[config.mk]
export PLATFORM = sky130hd
export DESIGN_NAME = usb_hid_report_deframer
export DESIGN_NICKNAME = d
export VERILOG_FILES = /design/src/rtl/uhrd_pkg.sv /design/src/rtl/uhrd_ram.sv /design/src/rtl/uhrd_rx.sv /design/src/rtl/usb_hid_report_deframer.sv
export SDC_FILE = /design/constraint.sdc
export NUM_CORES = 1
export LEC_CHECK = 0
export BUFFER_PORTS_ARGS = -buffer_cell sky130_fd_sc_hd__buf_2
export CAP_MARGIN = 0
export CORE_ASPECT_RATIO = 1.1
export CORE_UTILIZATION = 50
export DETAILED_ROUTE_END_ITERATION = 7
export PLACE_DENSITY = 0.75
export SLEW_MARGIN = 20
export SYNTH_ARGS = -nofsm -noshare
export SYNTH_HDL_FRONTEND = slang
export SYNTH_SLANG_ARGS = --single-unit
[constraint.sdc]
create_clock -name clock -period 6.1 [get_ports clock]
set_input_delay 1.22 -clock clock [delete_from_list [all_inputs] [get_ports clock]]
set_output_delay 1.22 -clock clock [all_outputs]
set_load 0.005 [all_outputs]
[src/rtl/uhrd_pkg.sv]
// Shared types, constants and the header check for the USB HID report deframer.
// No dependencies; uhrd_rx and the top level import this package.
package uhrd_pkg;

   localparam int REPORT_BYTES = 64;
   localparam int HEADER_BYTES = 11;
   localparam int PAYLOAD_MAX  = REPORT_BYTES - HEADER_BYTES;
   localparam int POS_W        = $clog2(REPORT_BYTES + 1);
   localparam int PAYLOAD_AW   = $clog2(PAYLOAD_MAX);
   localparam int LEN_W        = $clog2(PAYLOAD_MAX + 1);

   localparam int REG_RAW_MODE    = 0;
   localparam int REG_EMI_VERSION = 1;

   typedef enum logic [1:0] {
      KIND_PAYLOAD = 2'd0,
      KIND_EMPTY   = 2'd1,
      KIND_DROP    = 2'd2
   } kind_type;

   // Result or playout request produced by the receive side for one transfer.
   typedef struct packed {
      logic             res_valid;
      logic [7:0]       res_byte;
      kind_type         res_kind;
      logic             res_last;
      logic             emit_start;
      logic [LEN_W-1:0] emit_len;
   } rx_evt_type;

   function automatic logic hdr_byte_ok(input logic [POS_W-1:0] pos,
                                        input logic [7:0] b,
                                        input logic [1:0] emi);
      logic ok;
      begin
         case (pos)
            POS_W'(0): ok = (b == 8'h01);
            POS_W'(1): ok = ((b & 8'h0f) == 8'h03);
            POS_W'(2): ok = (b <= 8'(REPORT_BYTES - 8));
            POS_W'(3): ok = (b == 8'h00);
            POS_W'(4): ok = (b == 8'h08);
            POS_W'(5): ok = (b == 8'h00);
            POS_W'(6): ok = (b <= 8'(PAYLOAD_MAX));
            POS_W'(7): ok = (b == 8'h01);
            POS_W'(8): ok = (emi != 2'd0) && (b == {6'd0, emi});
            default:   ok = 1'b1;
         endcase
         return ok;
      end
   endfunction

endpackage

[src/rtl/uhrd_ram.sv]
// Generic single-write, single-read RAM with a registered read port.
// No dependencies.
module uhrd_ram #(
   parameter int WIDTH = 8,
   parameter int DEPTH = 64
) (
   input  logic                     clock,
   input  logic                     wr_en,
   input  logic [$clog2(DEPTH)-1:0] wr_addr,
   input  logic [WIDTH-1:0]         wr_data,
   input  logic                     rd_en,
   input  logic [$clog2(DEPTH)-1:0] rd_addr,
   output logic [WIDTH-1:0]         rd_data
);

   logic [WIDTH-1:0] mem_ff [DEPTH];
   logic [WIDTH-1:0] rd_data_ff;

   always_ff @(posedge clock) begin
      if (wr_en) begin
         mem_ff[wr_addr] <= wr_data;
      end
      // Read data holds until the next read.
      if (rd_en) begin
         rd_data_ff <= mem_ff[rd_addr];
      end
   end

   assign rd_data = rd_data_ff;

endmodule

[src/rtl/uhrd_rx.sv]
// Receive side of the deframer: byte position, header checks, payload writes.
// Depends on uhrd_pkg.
module uhrd_rx (
   input  logic                              clock,
   input  logic                              reset,
   input  logic                              in_fire,
   input  logic [7:0]                        data_byte,
   input  logic                              end_of_report,
   input  logic                              raw_mode,
   input  logic [1:0]                        emi_version,
   output logic                              wr_en,
   output logic [uhrd_pkg::PAYLOAD_AW-1:0]   wr_addr,
   output logic [7:0]                        wr_data,
   output uhrd_pkg::rx_evt_type              evt
);
   import uhrd_pkg::*;

   logic [POS_W-1:0] pos_ff, pos_in;
   logic             good_ff, good_in;
   logic [LEN_W-1:0] len_ff, len_in;

   logic             in_range;
   logic             good_now;
   logic [LEN_W-1:0] len_now;
   logic             exact;
   logic [POS_W-1:0] payload_off;

   assign in_range    = (pos_ff < POS_W'(REPORT_BYTES));
   assign good_now    = good_ff && in_range && hdr_byte_ok(pos_ff, data_byte, emi_version);
   assign len_now     = (in_range && pos_ff == POS_W'(6)) ? data_byte[LEN_W-1:0] : len_ff;
   assign exact       = (pos_ff == POS_W'(REPORT_BYTES - 1)) && good_now;
   assign payload_off = pos_ff - POS_W'(HEADER_BYTES);

   assign wr_en   = in_fire && !raw_mode && in_range && (pos_ff >= POS_W'(HEADER_BYTES));
   assign wr_addr = payload_off[PAYLOAD_AW-1:0];
   assign wr_data = data_byte;

   always_comb begin
      pos_in  = pos_ff;
      good_in = good_ff;
      len_in  = len_ff;
      evt     = '{res_valid: 1'b0, res_byte: 8'd0, res_kind: KIND_PAYLOAD,
                  res_last: 1'b0, emit_start: 1'b0, emit_len: '0};
      if (in_fire) begin
         if (raw_mode) begin
            evt.res_valid = 1'b1;
            evt.res_byte  = data_byte;
            evt.res_last  = end_of_report;
         end else begin
            len_in = len_now;
            if (end_of_report) begin
               pos_in  = '0;
               good_in = 1'b1;
               if (!exact) begin
                  evt.res_valid = 1'b1;
                  evt.res_kind  = KIND_DROP;
                  evt.res_last  = 1'b1;
               end else if (len_now == '0) begin
                  evt.res_valid = 1'b1;
                  evt.res_kind  = KIND_EMPTY;
                  evt.res_last  = 1'b1;
               end else begin
                  evt.emit_start = 1'b1;
                  evt.emit_len   = len_now;
               end
            end else begin
               // The position saturates at the report size; later bytes only spoil it.
               pos_in  = in_range ? pos_ff + POS_W'(1) : pos_ff;
               good_in = good_now;
            end
         end
      end
   end

   always_ff @(posedge clock) begin
      if (reset) begin
         pos_ff  <= '0;
         good_ff <= 1'b1;
         len_ff  <= '0;
      end else begin
         pos_ff  <= pos_in;
         good_ff <= good_in;
         len_ff  <= len_in;
      end
   end

endmodule

[src/rtl/usb_hid_report_deframer.sv]
// Top level of the USB HID report deframer: configuration, payload RAM, playout and
// the output register. Depends on uhrd_pkg, uhrd_rx and uhrd_ram.

// While a report is being received the block takes one byte per cycle when the
// output is free, with the header checked as it arrives and the payload bytes
// written into a 53-entry RAM. Outside raw mode a report end gives one result: a
// drop, an empty frame, or the start of a payload playout. A playout reads the RAM
// through its single read port at one byte per cycle while results are taken, and
// input is held off until the last payload byte is loaded into the output. The
// output is a single register that raw-mode bytes also pass through, and a byte is
// taken in the receive state when the register is empty or is being emptied.
module usb_hid_report_deframer (
   input  logic       clock,
   input  logic       reset,
   input  logic       req_tvalid,
   output logic       req_tready,
   input  logic [7:0] req_tdata,   // [7:0] data_byte
   input  logic       req_tlast,   // end_of_report
   output logic       rsp_tvalid,
   input  logic       rsp_tready,
   output logic [7:0] rsp_tdata,   // [7:0] out_byte
   output logic [1:0] rsp_tuser,   // [1:0] out_kind
   output logic       rsp_tlast,   // out_last
   input  logic       csr_wr_en,
   input  logic       csr_index,
   input  logic [1:0] csr_wr_data
);
   import uhrd_pkg::*;

   typedef enum logic {
      ST_RX,
      ST_EMIT
   } state_type;

   state_type        state_ff, state_in;
   logic             raw_ff, raw_in;
   logic [1:0]       emi_ff, emi_in;
   logic             out_valid_ff, out_valid_in;
   logic [7:0]       out_byte_ff, out_byte_in;
   kind_type         out_kind_ff, out_kind_in;
   logic             out_last_ff, out_last_in;
   logic [LEN_W-1:0] rd_idx_ff, rd_idx_in;
   logic [LEN_W-1:0] len_ff, len_in;
   logic             pend_ff, pend_in;
   logic             pend_last_ff, pend_last_in;

   logic                  out_free;
   logic                  in_fire;
   logic                  load_pend;
   logic                  issue;
   logic                  wr_en;
   logic [PAYLOAD_AW-1:0] wr_addr;
   logic [7:0]            wr_data;
   logic [7:0]            rd_data;
   rx_evt_type            evt;

   assign out_free   = !out_valid_ff || rsp_tready;
   assign req_tready = (state_ff == ST_RX) && out_free;
   assign in_fire    = req_tvalid && req_tready;

   uhrd_rx u_rx (
      .clock         (clock),
      .reset         (reset),
      .in_fire       (in_fire),
      .data_byte     (req_tdata),
      .end_of_report (req_tlast),
      .raw_mode      (raw_ff),
      .emi_version   (emi_ff),
      .wr_en         (wr_en),
      .wr_addr       (wr_addr),
      .wr_data       (wr_data),
      .evt           (evt)
   );

   // A read is issued when the previous read data has been or is being moved out.
   assign load_pend = (state_ff == ST_EMIT) && pend_ff && out_free;
   assign issue     = (state_ff == ST_EMIT) && (rd_idx_ff != len_ff) && (!pend_ff || load_pend);

   uhrd_ram #(
      .WIDTH (8),
      .DEPTH (PAYLOAD_MAX)
   ) u_payload_ram (
      .clock   (clock),
      .wr_en   (wr_en),
      .wr_addr (wr_addr),
      .wr_data (wr_data),
      .rd_en   (issue),
      .rd_addr (rd_idx_ff[PAYLOAD_AW-1:0]),
      .rd_data (rd_data)
   );

   always_comb begin
      raw_in = raw_ff;
      emi_in = emi_ff;
      if (csr_wr_en) begin
         case (csr_index)
            1'(REG_RAW_MODE):    raw_in = csr_wr_data[0];
            1'(REG_EMI_VERSION): emi_in = csr_wr_data;
            default: ;
         endcase
      end
   end

   always_comb begin
      state_in     = state_ff;
      out_valid_in = out_free ? 1'b0 : out_valid_ff;
      out_byte_in  = out_byte_ff;
      out_kind_in  = out_kind_ff;
      out_last_in  = out_last_ff;
      rd_idx_in    = rd_idx_ff;
      len_in       = len_ff;
      pend_in      = pend_ff;
      pend_last_in = pend_last_ff;
      case (state_ff)
         ST_RX: begin
            if (in_fire && evt.res_valid) begin
               out_valid_in = 1'b1;
               out_byte_in  = evt.res_byte;
               out_kind_in  = evt.res_kind;
               out_last_in  = evt.res_last;
            end
            if (in_fire && evt.emit_start) begin
               state_in  = ST_EMIT;
               rd_idx_in = '0;
               len_in    = evt.emit_len;
               pend_in   = 1'b0;
            end
         end
         ST_EMIT: begin
            if (load_pend) begin
               out_valid_in = 1'b1;
               out_byte_in  = rd_data;
               out_kind_in  = KIND_PAYLOAD;
               out_last_in  = pend_last_ff;
               pend_in      = 1'b0;
               if (pend_last_ff) begin
                  state_in = ST_RX;
               end
            end
            if (issue) begin
               pend_in      = 1'b1;
               pend_last_in = (rd_idx_ff + LEN_W'(1) == len_ff);
               rd_idx_in    = rd_idx_ff + LEN_W'(1);
            end
         end
         default: state_in = ST_RX;
      endcase
   end

   always_ff @(posedge clock) begin
      if (reset) begin
         state_ff     <= ST_RX;
         raw_ff       <= 1'b0;
         emi_ff       <= 2'd1;
         out_valid_ff <= 1'b0;
         pend_ff      <= 1'b0;
         pend_last_ff <= 1'b0;
         rd_idx_ff    <= '0;
         len_ff       <= '0;
      end else begin
         state_ff     <= state_in;
         raw_ff       <= raw_in;
         emi_ff       <= emi_in;
         out_valid_ff <= out_valid_in;
         pend_ff      <= pend_in;
         pend_last_ff <= pend_last_in;
         rd_idx_ff    <= rd_idx_in;
         len_ff       <= len_in;
      end
      out_byte_ff <= out_byte_in;
      out_kind_ff <= out_kind_in;
      out_last_ff <= out_last_in;
   end

   assign rsp_tvalid = out_valid_ff;
   assign rsp_tdata  = out_byte_ff;
   assign rsp_tuser  = out_kind_ff;
   assign rsp_tlast  = out_last_ff;

endmodule
After elaboration in Yosys (flattened, before gate mapping)
Memories as Yosys holds them, arrays and structs flattened. A register that Yosys moved wholly into a read port is not among the register bits.
Cells that the tools add are included.
Widths: inputs -> output; s select.
- memories: 1
- output and inout bits: 13
- bits in writable memories: 424
- register bits: 44
- bits in read-only memories: 0
- bits in latches: 0
- word-level logic and storage cells: 127
- memories (memory ; depth ; width ; rd ports ; clocked after memory_dff ; write ports ; line ; text):
    u_payload_ram.mem_ff ; 53 ; 8 ; 1 ; 1 ; 1 ; uhrd_ram.sv:16 ; logic [WIDTH-1:0] mem_ff [DEPTH];
- multiplexer cells: 45
- shifts and indexed selects: 0
- multiply operators: 0
- $add $sub $neg: 3
- equality and inequality tests: 20
- order comparisons: 4
- bitwise gates (word level): 3
- reduce and logical (&&, ||, !) cells: 37
- divide/modulo/power cells: 0
- operators by type and width (cell ; number):
    $mux 7 ; 5
    $eq 7x3->1 const B ; 4
    $mux 8 ; 3
    $mux 1 ; 19
    $mux 19 ; 1
    $mux 6 ; 3
    $le 8x6->1 const B ; 2
    $logic_and 1x1->1 ; 16
    $pmux 8 s2 ; 1
    $reduce_and 2->1 ; 8
    $eq 7x2->1 const B ; 2
    $pmux 6 s2 ; 1
    $mux 10 ; 1
    $eq 8x1->1 const B ; 1
    $eq 8x2->1 ; 1
    $eq 8x4->1 const B ; 1
    $logic_not 8->1 ; 1
    $mux 2 ; 4
    $ne 2x1->1 const B ; 4
    $pmux 1 s2 ; 4
    $add 7x1->7 const B ; 1
    $eq 7x1->1 const B ; 1
    $eq 7x4->1 const B ; 1
    $eq 7x6->1 const B ; 1
    other kinds (19) ; 26

Logic depth before layout (Yosys ltp)
- word-level depth: 12
- depth in mapped cells: 9

By module
A second synthesis with hierarchy kept.
- cell total of the unflattened synthesis: 1072
- area total of the unflattened synthesis: 19423.6 um^2
- modules (own cells, without submodules) (module ; area each (um^2) ; instances ; cells an instance):
    uhrd_ram ; 16732.3 ; 1 ; 772
    usb_hid_report_deframer ; 1413.9 ; 1 ; 136
    uhrd_rx ; 1277.5 ; 1 ; 164

Worst setup path after synthesis
OpenSTA, ideal clock, no wires.
- path kind: input-to-reg
- start: input rsp_tready
- end: memory u_payload_ram.mem_ff[43][0] (enable)
- setup slack: 2885 ps
- library setup time: 370 ps
- arrival time: 2845 ps
- stages on the path: 7
- cells stage by stage: nor2b_4 buf_6 or3_1 clkbuf_2 nor4_2 nand3_1 nor2_1
- longest elaborated chain between the ends: 8
- ends and longest elaborated chain (element ; line ; text):
    from (decl) ; usb_hid_report_deframer.sv:20 ; input logic rsp_tready,
    $logic_or 1x1->1 ; usb_hid_report_deframer.sv:57 ; assign out_free = !out_valid_ff || rsp_tready;
    $logic_and 1x1->1 ; usb_hid_report_deframer.sv:58 ; assign req_tready = (state_ff == ST_RX) && out_free;
    $logic_and 1x1->1 ; usb_hid_report_deframer.sv:59 ; assign in_fire = req_tvalid && req_tready;
    $logic_and 1x1->1 (3 in series) ; uhrd_rx.sv:34 ; assign wr_en = in_fire && !raw_mode && in_range && (pos_ff >= POS_W'(HEADER_BYTES));
    $mux 1 ; uhrd_ram.sv:20 ; if (wr_en) begin
    $mux 1 (not written as such) ; uhrd_ram.sv:21 ; mem_ff[wr_addr] <= wr_data;
    to (decl) ; uhrd_ram.sv:16 ;
No other way between the ends.

Worst setup path in the final report
- start: register u_rx.pos_ff[0]
- end: memory u_payload_ram.mem_ff[51][6] (enable)
- longest elaborated chain between the ends: 5
- elaborated cells on any way between the ends: 7
- ends and longest elaborated chain (element ; line ; text):
    from (decl) ; uhrd_rx.sv:18 ; logic [POS_W-1:0] pos_ff, pos_in;
    from (signal assigned) ; uhrd_rx.sv:81 ; pos_ff <= pos_in;
    $lt 7x7->1 ; uhrd_rx.sv:28 ; assign in_range = (pos_ff < POS_W'(REPORT_BYTES));
    $logic_and 1x1->1 (2 in series) ; uhrd_rx.sv:34 ;
    $mux 1 ; uhrd_ram.sv:20 ;
    $mux 1 (not written as such) ; uhrd_ram.sv:21 ;
Several ways; a longest one is shown, not always the timed one.

==> qor_table.md <==
| Item | This run |
|---|---|
| Status | completed |
| Pwr dens | 307 nW/um^2 |
| Synthesis-to-layout area growth | 11.2% |
| Global-route usage over all layers | 0.222 |
| Hold Violations, Final | 0 |
| Syn Area/Cell | 17.9 um^2 |
| Vias after detailed routing | 10106 |
| Number of DRC violations after detailed-routing iteration 0 | 1298 |
| First-pass GRT wire length | 64100 um |
| Total standard cell area after synthesis | 19200 um^2 |
| Power share of the clock group | 0.435 |
| Source of the worst register-to-register timing path | u_rx.pos_ff[0] |
| # resized after CTS | 0 |
| Top-area cell type share of the netlist area | 0.693 |
| Worst setup slack after layout | 2.64 ns |
| CTS H-tree lvls | 2 |
| Total clock sinks | 476 |
| Share of cells above drive strength 1 | 0.207 |
| Final Setup Violations | 0 |
| Peak fanout along the critical path | 13 |
| Fillcell total | 2715 |
| Fraction of the cycle the final worst path needs | 0.567 |
| Largest incremental delay on the critical path | 0.70 ns |
| Buffers plus inverters on the worst setup path | 0 |
| Startpoint of the tightest hold check path | u_rx.len_ff[3] |
| R2R cell count | 6 |
| Antenna diodes | 0 |
| Number of distinct library cells after synthesis | 61 |
| Sum Neg Setup Slack | 0 ns |
| Area of the core region | 37500 um^2 |
| Final max-slew violation count | 0 |
| Max Fclk | 289 MHz |
| Cell Chain, Critical Path | ha_1 -> a211o_1 -> a211oi_1 -> nor4_2 -> nand3_1 -> nor2_1 |
| Sequential power share | 0.546 |
| Post-synthesis cell count | 1073 |
| Number of top-level pins | 30 |
| Number of rows in the core area | 74 |
| Vias/cell | 6.20 |
| Post-route ant nets | 0 |
| Average routed wire per standard cell | 26.1 um |
| Number of I/O port buffers | 29 |
| Maximum number of pins on one net before global-route repair | 63 |
| Max-capacitance violation count | 0 |
| Clock transition time at the flip-flop clock pins of the worst setup and hold paths | 0.06 ns |
| Clock insertion delay at the later pin of the skew report | 0.57 ns |
| Setup repair after global routing missed its margin | false |
| Number of cells on the worst hold path | 2 |
| Critical Path Sink Type | register |
| Minimum clock period | 3.46 ns |
| Sequential area share after synthesis | 0.728 |
| Post-CTS Setup Bufs | 0 |
| Detailed placer's ending HPWL | 25400 um |
| Cell type with the highest aggregate area in the netlist | sky130_fd_sc_hd__edfxtp_1 |
| Cell with the largest stage delay on the worst path | sky130_fd_sc_hd__nor2_1 |
| Die Footprint | 39200 um^2 |
| Hold buffer count at CTS | 0 |
| Vias in the first global route | 10057 |
| Buffer levels on the longest clock path | 3 |
| Arrival time of data at the critical path endpoint | 3.65 ns |
| Total CTS buffers | 45 |
| Static Leak | 6.51 nW |
| Slew Limit Headroom | 0.311 |
| Share of the core filled with cells in the final layout | 0.569 |
| Synthesis warning total | 0 |
| Family of cells with the greatest summed delay on the critical path | simple AND/OR/NAND/NOR gates |
| Switching Power | 1.28 mW |
| Final GP Congestion | 0.874 |
| Die Span X | 189 um |
| Syn nets | 1095 |
| Data required time at the worst endpoint | 6.29 ns |
| Reg2reg end | u_payload_ram.mem_ff[51][6] |
| Main area contributors after synthesis | sky130_fd_sc_hd__edfxtp_1 69%, sky130_fd_sc_hd__mux4_2 12%, sky130_fd_sc_hd__dfxtp_1 3.4%, sky130_fd_sc_hd__nor2_1 1.8%, sky130_fd_sc_hd__a22oi_1 1.4% |
| Clock tree from TritonCTS | yes |
| Number of DRC violations after detailed routing | 0 |
| Initial antenna violation count | 0 |
| Count of state elements after synthesis | 476 |
| Kind of critical path | reg -> reg |
| Combinational Power Share | 0.019 |
| Count of flip-flops with a built-in enable after synthesis | 443 |
| Worst slack after detailed placement | 2.06 ns |
| Hold worst-path end | u_rx.len_ff[3] |
| Total routed wirelength | 42500 um |
| Peak VDD IR | 0.201 mV |
| Chip Height | 207 um |
| Global route total overflow | 0 |
| Cell at the root of the clock tree | sky130_fd_sc_hd__clkbuf_16 |
| Worst reg2reg setup slack | 2.64 ns |
| Switching fraction of total power | 0.196 |
| Layout Skew | 0.0183 ns |
| Length of the first detailed-routing pass in iterations | 5 |
| Number of nets in the finished design | 1124 |
| Most instantiated flip-flop cell in the synthesis netlist | sky130_fd_sc_hd__edfxtp_1 |
| Initial cell density of the core | 0.512 |
| Fraction of registers with async set/reset | 0 |
| Internal cell power | 5.26 mW |
| Measured slew at the worst slew-check pin | 1.03 ns |
| Path category of the worst min-delay check | reg -> reg |
| Final Hold Slack | 0.473 ns |
| Startpoint Class | register |
power groups by stage:
stage / sequential [mW] / clock, mW / combinational (mW)
global placement: 3.64 / 0 / 0.122
global route: 3.57 / 2.98 / 0.133
finish: 3.58 / 2.84 / 0.124
floorplan: 3.64 / 0 / 0.0407
CTS: 3.57 / 2.88 / 0.125
detailed placement: 3.64 / 0 / 0.125
how the worst max path moves through the flow:
stage	cells after the start	end	from
2_1_floorplan	7	u_payload_ram.mem_ff[43][0]	rsp_tready
3_3_place_gp	6	u_payload_ram.mem_ff[35][5]	req_tvalid
3_5_place_dp	6	u_payload_ram.mem_ff[51][6]	req_tvalid
4_1_cts	6	u_payload_ram.mem_ff[51][2]	req_tvalid
5_1_grt	6	u_payload_ram.mem_ff[51][2]	u_rx.pos_ff[0]
6_report	6	u_payload_ram.mem_ff[51][6]	u_rx.pos_ff[0]
kinds of logic (layout without fill, tap and decap cells):
logic type | after synthesis | in the layout | synth area share
flip-flops | 476 | 476 | 0.728
AND/OR/NAND/NOR | 222 | 222 | 0.0565
AO/OA/AOI/OAI | 147 | 147 | 0.0498
multiplexers | 134 | 134 | 0.138
buffers and inverters | 72 | 136 | 0.0169
XOR/XNOR | 17 | 17 | 0.00776
adder cells (fa/ha/maj) | 5 | 5 | 0.00326
routing by layer:
layer	part of all wire	up-vias	global-route usage
met4	0.039	0	0.0945
met1	0.40	5083	0.309
met3	0.083	97	0.0340
li1	-	4382	-
met5	0	-	0
met2	0.48	544	0.353
flip-flops by register name, indices dropped and copies added, names as in the netlist:
signal	count
emi_ff	2
u_rx.pos_ff	7
len_ff	6
pend_ff	1
rsp_tdata	8
state_ff	1
u_payload_ram.rd_data	8
rsp_tuser	2
rsp_tlast	1
raw_ff	1
u_rx.len_ff	6
u_payload_ram.mem_ff	424
u_rx.good_ff	1
rd_idx_ff	6
rsp_tvalid	1
pend_last_ff	1
synth_stat cells (all sizes together) (4+ instances only):
cell type	n
nor3	6
buf	38
a22o	8
mux2	6
nand3	28
nor4	10
dfxtp	33
ha	5
nand4	4
o21ai	35
or3	5
nor2b	9
inv	8
xnor2	7
a22oi	35
a31oi	8
nor2	92
mux4	104
nand2	45
mux2i	24
edfxtp	443
clkbuf	25
nand2b	7
a21oi	38
xor2	10
cell type report:
cell class | count | area, um^2 | share of cell area
Clock buffer | 54 | 1160 | 0.0544
Clock inverter | 28 | 342 | 0.0160
Inverter | 9 | 33.8 | 0.00158
Multi-Input combinational cell | 525 | 4910 | 0.230
Sequential cell | 476 | 14000 | 0.655
Tap cell | 494 | 618 | 0.0290
Timing Repair Buffer | 45 | 298 | 0.0140
cell usage in the layout (no fill, tap or decap), drive strengths merged, types with 3 or more instances in the layout:
| cell type | n |
|---|---|
| a211oi | 3 |
| a22oi | 35 |
| nand3 | 28 |
| clkbuf | 54 |
| nor3b | 3 |
| a21oi | 38 |
| nor4 | 10 |
| nor2b | 9 |
| or3 | 5 |
| a31oi | 8 |
| nand4 | 4 |
| xor2 | 10 |
| o21ai | 35 |
| nor2 | 92 |
| mux2i | 24 |
| mux2 | 6 |
| a22o | 8 |
| edfxtp | 443 |
| inv | 11 |
| clkinv | 18 |
| dfxtp | 33 |
| nor3 | 6 |
| mux4 | 104 |
| xnor2 | 7 |
| nand2b | 7 |
| nand2 | 45 |
| bufinv | 7 |
| ha | 5 |
| o211ai | 3 |
| buf | 45 |
tightest hold or removal path, stage by stage (launching register included):
cell,delay [ns]
sky130_fd_sc_hd__dfxtp_1,0.32
sky130_fd_sc_hd__nand2_1,0.06
sky130_fd_sc_hd__a21oi_1,0.05
through the flow:
stage | power [mW] | area, um^2 | cells
2_1_floorplan | 3.68 | 19200 | 1073
3_3_place_gp | 3.77 | 19800 | 1548
3_5_place_dp | 3.77 | 19800 | 1548
4_1_cts | 6.58 | 21300 | 1630
5_1_grt | 6.69 | 21300 | 1631
6_report | 6.54 | 21300 | 1631
Note: power is estimated with default switching activity, not from simulation.
